### src/rtl/dhsg_ram.sv
// ----------------------------------------------------------------------------
// dhsg_ram
// Generic simple dual-port RAM: one write port, one read port, registered read.
// ----------------------------------------------------------------------------
module dhsg_ram #(
    parameter int unsigned WIDTH = 8,
    parameter int unsigned DEPTH = 16
) (
    input  logic                     i_clk,
    input  logic                     i_we,
    input  logic [$clog2(DEPTH)-1:0] i_waddr,
    input  logic [WIDTH-1:0]         i_wdata,
    input  logic [$clog2(DEPTH)-1:0] i_raddr,
    output logic [WIDTH-1:0]         o_rdata
);

    logic [WIDTH-1:0] r_mem [DEPTH];
    logic [WIDTH-1:0] r_rdata;

    always_ff @(posedge i_clk) begin
        if (i_we) begin
            r_mem[i_waddr] <= i_wdata;
        end
        r_rdata <= r_mem[i_raddr];
    end

    assign o_rdata = r_rdata;

endmodule

### config.mk
export PLATFORM = sky130hd
export DESIGN_NAME = dhsg_ram
export DESIGN_NICKNAME = d
export VERILOG_FILES = /design/src/rtl/dhsg_ram.sv
export SDC_FILE = /design/constraint.sdc
export NUM_CORES = 1
export LEC_CHECK = 0
export ABC_AREA = 1
export CORE_ASPECT_RATIO = 0.9
export CORE_MARGIN = 10
export CORE_UTILIZATION = 30
export CTS_BUF_LIST = sky130_fd_sc_hd__clkbuf_4 sky130_fd_sc_hd__clkbuf_8 sky130_fd_sc_hd__clkbuf_16
export DETAILED_ROUTE_END_ITERATION = 10
export DONT_BUFFER_PORTS = 1
export GPL_ROUTABILITY_DRIVEN = 1
export PLACE_DENSITY = 0.46
export SYNTH_ARGS = -nofsm -noshare
export SYNTH_HDL_FRONTEND = slang
export SYNTH_SLANG_ARGS = --single-unit
### constraint.sdc
create_clock -name i_clk -period 3.5 [get_ports i_clk]
set_input_delay 0.7 -clock i_clk [delete_from_list [all_inputs] [get_ports i_clk]]
set_output_delay 0.7 -clock i_clk [all_outputs]
set_load 0.005 [all_outputs]
## Yosys cells after proc, flatten, opt, wreduce, memory -nomap -nowiden

Memories as Yosys holds them, arrays and structs flattened. A register that Yosys moved wholly into a read port is not among the register bits.
Index checks and enable logic that the tools add are counted.

- Bits in registers: 0
- Bits in latches: 0
- Memory bits (writable): 128
- Bits in read-only memories: 0
- Bits of input ports: 18
- Output and inout bits: 8
- Logic and storage cells: 3
- Memories kept: 1

Memory list:

| name | depth | width | read ports | clocked after Yosys merged registers in | wr ports | line | text |
|---|---|---|---|---|---|---|---|
| r_mem | 16 | 8 | 1 | 1 | 1 | 17 | `logic [WIDTH-1:0] r_mem [DEPTH];` |

- Add/subtract/negate cells: 0
- Multipliers: 0
- Divide/modulo/power cells: 0
- Magnitude comparators: 0
- Equal/unequal tests: 0
- Shift operators: 0
- Muxes and demuxes: 2
- Bitwise gates (word level): 0
- Reduce and logical (&&, ||, !) cells: 0

Operators with widths:

| kind | number |
|---|---|
| $mux 1 | 2 |

## Depth between registers and ports, before layout

Gate-level depths: netlist of run 1.

- Depth after elaboration: 2
- Gate-level depth with buffers: 8
- Mapped depth without buffers: 7

## Worst setup path after synthesis of run 1

No wires, ideal clock.

- Path kind: input to register
- Start: input i_waddr[2]
- End: memory r_mem[10][0], enable pin
- Data arrival time: 1.281 ns
- Required time: 3.130 ns
- Slack: 1.849 ns
- Cell stages on the path: 2
- Path buffers: 0
- Cell sequence: nand3b_1 nor2_1

RTL lines:

| element | line | text |
|---|---|---|
| from (decl) | 11 | `input logic [$clog2(DEPTH)-1:0] i_waddr,` |
| to (decl) | 17 |  |

Straight into the memory's write port.

==> flow_metrics.tcl, run 1 <==
set metrics [dict create \
    multiInputGateArea_um2 1210 \
    syn_to_final_growth_pct 13.8 \
    tns_ns 0 \
    cts_num_sinks 136 \
    clock_latency_ns 0.42 \
    grt_pass1_vias 3394 \
    die_w_um 166 \
    routedWlPerCell_um 17.3 \
    fin_crit_sh_pct 52.0 \
    status "complete, no violations" \
    cts_setup_buffers 0 \
    p_leak_nw 2.73 \
    yosysSeqAreaShare_pct 69.4 \
    die_h_um 152 \
    num_io_pins 26 \
    netlist_instances 551 \
    clockRootBuffer "clkbuf_16" \
    power_switching_mw 0.750 \
    vias_per_cell 4.39 \
    vias 3559 \
    timing.final.crit_period_ns 1.82 \
    grt_overflow 0 \
    synth.distinct_cells 12 \
    relSlewSlack_pct 39.7 \
    place_congestion 0.756 \
    r2r_slack_ns 2.42 \
    wl_um 14000 \
    p_int_mw 3.12 \
    placed_area_um2 5930 \
    drc 0 \
    cts_tree "built" \
    post_cts_resized 0 \
    fin_hold_ws_ns 0.373 \
    grt_pass1_wl_um 21300 \
    grt_max_degree 66 \
    die-area_um2 25200 \
    rsz0062_at_grt "false" \
    cts-buffers-inserted 17 \
    p_clk_share_pct 48.9 \
    dr.pass1.iters 6 \
    crit_type "in -> reg" \
    drv_slew 0 \
    worstPathArrival_ns 2.17 \
    drv_cap 0 \
    ir_drop_mv 0.375 \
    avgSynthCellArea_um2 10.5 \
    powerDensity_nw_per_um2 590 \
    hold_buffers 0 \
    antenna_found_initial 0 \
    port_buffers 0 \
    initial_core_util_pct 30.3 \
    worst_ep_required_time_ns 3.85 \
    fmax_mhz 549 \
    syn_area_um2 5770 \
    skew_ns 0.0131 \
    ant_nets 0 \
    num_antenna_cells 0 \
    fin_area_um2 6560 \
    syn-num-nets 569 \
    core_region_area_um2 19000 \
    worst_slew_pin_slew_ns 0.901 \
    fin_util_pct 34.5 \
    comb_power_share_pct 3.6 \
    first_iter_violations 369 \
    ys_ff_latch 136 \
    place_hpwl_um 8760 \
    cts_max_level 4 \
    start_kind "input pin" \
    grt_usage_pct 11.3 \
    end_kind "flip-flop" \
    hold_violations 0 \
    setup_viol 0 \
    num-nets-final 566 \
    fp-row-count 48 \
    hold_path.class "in -> reg" \
    p_seq_share_pct 47.5 \
    crit_fanout 65 \
    ys_warn_count 0 \
    power_mw 3.87 \
    swShare_pct 19.4 \
    seqCellArea_um2 4000 \
    fillCellCount 1882 \
    cts.path.max_buffers 2 \
    drive_above_1_share_pct 6.24 \
    clk_pin_slew_ns 0.06 \
]
[Yosys cell counts, drive strengths merged]
library cell | number | area [um^2]
inv | 102 | 383
nand2 | 173 | 649
nor2 | 17 | 63.8
nand3 | 97 | 485
buf | 24 | 166
dfxtp | 8 | 160
nand3b | 2 | 15.0
edfxtp | 128 | 3840
[registers in the layout (all words and copies together) (netlist names)]
signal,flops
o_rdata,8
r_mem,128
[path summary, 6_finish.rpt]
check,from,endpoint,cells after the start
setup / recovery,i_raddr[0],o_rdata[6],8
setup reg to reg,r_mem[6][3],o_rdata[3],6
hold / removal,i_wdata[6],r_mem[1][6],0
hold reg to reg,r_mem[12][5],o_rdata[5],6
[layer usage]
metal | GRT usage [%] | vias up | wire, um | share of wire (%)
met5 | 0 | - | 0 | 0
met4 | 3.98 | 0 | 128 | 0.91
met3 | 3.22 | 11 | 843 | 6.0
met2 | 17.0 | 104 | 6260 | 45
met1 | 15.3 | 1683 | 6770 | 48
li1 | - | 1761 | - | -
[layout make-up]
type / instances / share of cell area (%)
clock buffers: 23 / 7.36
clock inverters: 9 / 2.27
inverters: 102 / 5.84
multi-input cells: 289 / 18.5
flip-flops and latches: 136 / 61.0
well taps: 250 / 4.77
repair buffers: 2 / 0.229
[critical path, cell delays in order]
cell and delay (ns):
inv_2 0.62, buf_4 0.33, nand2_1 0.07, nand2_1 0.06
nand2_1 0.04, nand3_1 0.13, nand3_1 0.10, nand2_1 0.09
[power groups by stage]
stage | Combinational, mW | Clock (mW) | Sequential [mW]
after floorplan | 0.128 | 0 | 1.86
after global placement | 0.139 | 0 | 1.87
after detailed placement | 0.139 | 0 | 1.87
after CTS | 0.139 | 1.93 | 1.84
after global routing | 0.158 | 2.00 | 1.84
final | 0.138 | 1.90 | 1.84
[kinds of logic after synthesis]
kind of cell | after synthesis | synth area share, %
flops | 136 | 69.4
buf+inv | 126 | 9.52
simple gates | 289 | 21.0
[cells in the final DEF, fill, tap and decap left out, drive strengths merged]
master,instances
buf,2
bufinv,4
clkbuf,23
clkinv,3
clkinvlp,2
dfxtp,8
edfxtp,128
inv,102
nand2,173
nand3,97
nand3b,2
nor2,17
[per-stage QoR]
| step | setup slack (ns) | instances |
|---|---|---|
| after global routing | 1.59 | 811 |
| after global placement | 1.29 | 779 |
| after detailed placement | 1.29 | 779 |
| final | 1.68 | 811 |
| after floorplan | 1.85 | 551 |
| after CTS | 1.73 | 811 |
Note: power is estimated with default switching activity, not from simulation.
==> inputs of run 2 (changes only) <==
Settings changed: ABC_AREA 1 to 0.
Clock period 3.5 ns to 1.84 ns, I/O delays scaled along.
==> run 2 against run 1 <==
  * Via count shrank 36%
  * Flip-flop and latch count is the same
  * Sequential share of layout area grew 5.0 points
  * Final cell count shrank 41%
  * Register-to-register slack lost 2.0 ns
  * Clock power grew 82%
  * Clock skew shrank 0.0057 ns
  * Critical endpoint unchanged
==> flow_metrics.tcl, run 2 <==
set metrics [dict create \
    fmax_mhz 717 \
    core_region_area_um2 16800 \
    largest_register "r_mem" \
    drc 0 \
    setup_viol 0 \
    synth_edf_count 128 \
    syn_to_final_growth_pct 17.7 \
    grt_pass1_vias 2468 \
    fin_crit_sh_pct 75.8 \
    synth.distinct_cells 19 \
    fillCellCount 1529 \
    yosys-top-cells-count "128 x edfxtp_1, 18 x mux4_2, 16 x a22oi_1" \
    vias 2288 \
    powerDensity_nw_per_um2 1180 \
    wl_um 10800 \
    grt_pass1_wl_um 16200 \
    ys_warn_count 0 \
    drive_above_1_share_pct 24.3 \
    ys_ff_latch 136 \
    hold_path.class "in -> reg" \
    ant_nets 0 \
    place_inst 446 \
    worst_ep_required_time_ns 2.11 \
    first_iter_violations 122 \
    num_io_pins 26 \
    largest_reg_flops 128 \
    path_cells "mux4_2 > a22oi_1 > nand2_1" \
    hold_violations 0 \
    tns_ns 0 \
    place_congestion 0.721 \
    rsz0062_at_grt "false" \
    vias_per_cell 4.79 \
    skew_ns 0.00735 \
    cts_setup_buffers 0 \
    clk_pin_slew_ns 0.06 \
    final_common_cell "edfxtp_1" \
    max_stage_delay_ns 0.49 \
    routedWlPerCell_um 22.7 \
    syn-num-nets 247 \
    clock_latency_ns 0.40 \
    grt_usage_pct 10.2 \
    fp-row-count 45 \
    netlist_instances 229 \
    die_h_um 144 \
    die-area_um2 22800 \
    p_leak_nw 1.98 \
    drv_cap 0 \
    num-nets-final 272 \
    syn_area_um2 5150 \
    crit_fanout 1 \
    cts_num_sinks 136 \
    start_kind "flip-flop" \
    cts_max_level 4 \
    fin_util_pct 36.0 \
    yosys.area.top_type "edfxtp_1" \
    stdcell_count 478 \
    yosysMostFrequentCell "edfxtp_1" \
    worst_slew_pin_slew_ns 0.799 \
    hold_buffers 0 \
    power_mw 7.15 \
    avgSynthCellArea_um2 22.5 \
    async_reset_ff_share_pct 0 \
    drv_slew 0 \
    ys.flop_type "edfxtp_1" \
    antenna_found_initial 0 \
    dr.pass1.iters 5 \
    yosysSeqAreaShare_pct 77.8 \
    cts_tree "built" \
    slowest_stage "mux4_2" \
    place_hpwl_um 6800 \
    cts-buffers-inserted 17 \
    clockRootBuffer "clkbuf_16" \
    die_w_um 158 \
    status "complete, no violations" \
    relSlewSlack_pct 46.6 \
    timing.final.crit_period_ns 1.40 \
    synth_top_cell_area_share_pct 74.7 \
    ir_drop_mv 0.647 \
    post_cts_resized 0 \
    fin_hold_ws_ns 0.0551 \
    worstPathArrival_ns 1.66 \
    grt_max_degree 33 \
    final_cell_mix "128 x edfxtp_1, 18 x mux4_2, 17 x clkbuf_16" \
    synth_area_leaders "edfxtp_1 75%, mux4_2 7.9%, mux4_1 7.1%" \
    num_antenna_cells 0 \
    end_kind "flip-flop" \
    crit_type "reg -> reg" \
    port_buffers 0 \
    cts.path.max_buffers 2 \
    initial_core_util_pct 30.6 \
    grt_overflow 0 \
]
==> run 2: layer usage <==
metal  global-route usage (%)  wire length, um
met1                     13.5             4990
met2                     14.8             4970
met3                     4.36              797
met4                     3.21               68
met5                        0                0
==> run 2: worst paths after layout <==
| path | cells after the start | slack (ns) | startpoint | end |
|---|---|---|---|---|
| worst max-delay path | 3 | 0.44 | r_mem[11][6] | o_rdata[6] |
| worst min-delay path | 0 | 0.06 | i_wdata[7] | r_mem[5][7] |
| worst max register to register | 3 | 0.44 | r_mem[11][6] | o_rdata[6] |
| worst min register to register | 3 | 0.70 | r_mem[2][4] | o_rdata[4] |
==> run 2: cell type report <==
type / instances / area, um^2 / area share, %
Sequential cell: 136 / 4000 / 66.1
Multi-Input combinational cell: 83 / 1060 / 17.5
Clock buffer: 21 / 455 / 7.52
Tap cell: 211 / 264 / 4.36
Clock inverter: 11 / 154 / 2.54
Timing Repair Buffer: 16 / 120 / 1.98
==> run 2: logic make-up after synthesis <==
group	after synthesis	share of synthesized area, %
muxes	32	15.0
and+or+nand+nor	35	3.18
DFF	136	77.8
AOI/OAI and AO/OA	16	2.33
buffers and inverters	10	1.68
==> run 2: worst max-delay path: cells and delay by family (launching register included) <==
kind               cells  cell delay, ns
muxes                  1            0.49
DFF                    1            0.35
AOI/OAI and AO/OA      1            0.28
and+or+nand+nor        1            0.14
==> run 2: stage by stage <==
stage | area [um^2] | setup WS [ns]
finish | 6060 | 0.444
global placement | 5450 | 0.335
detailed placement | 5450 | 0.332
floorplan | 5150 | 0.206
global route | 6060 | 0.415
CTS | 6060 | 0.427
==> run 2: power by group <==
group          internal, mW  switching [mW]  leakage (nW)
clock network          2.30            1.16         0.301
registers              3.47          0.0303          1.22
logic                 0.105          0.0892         0.457
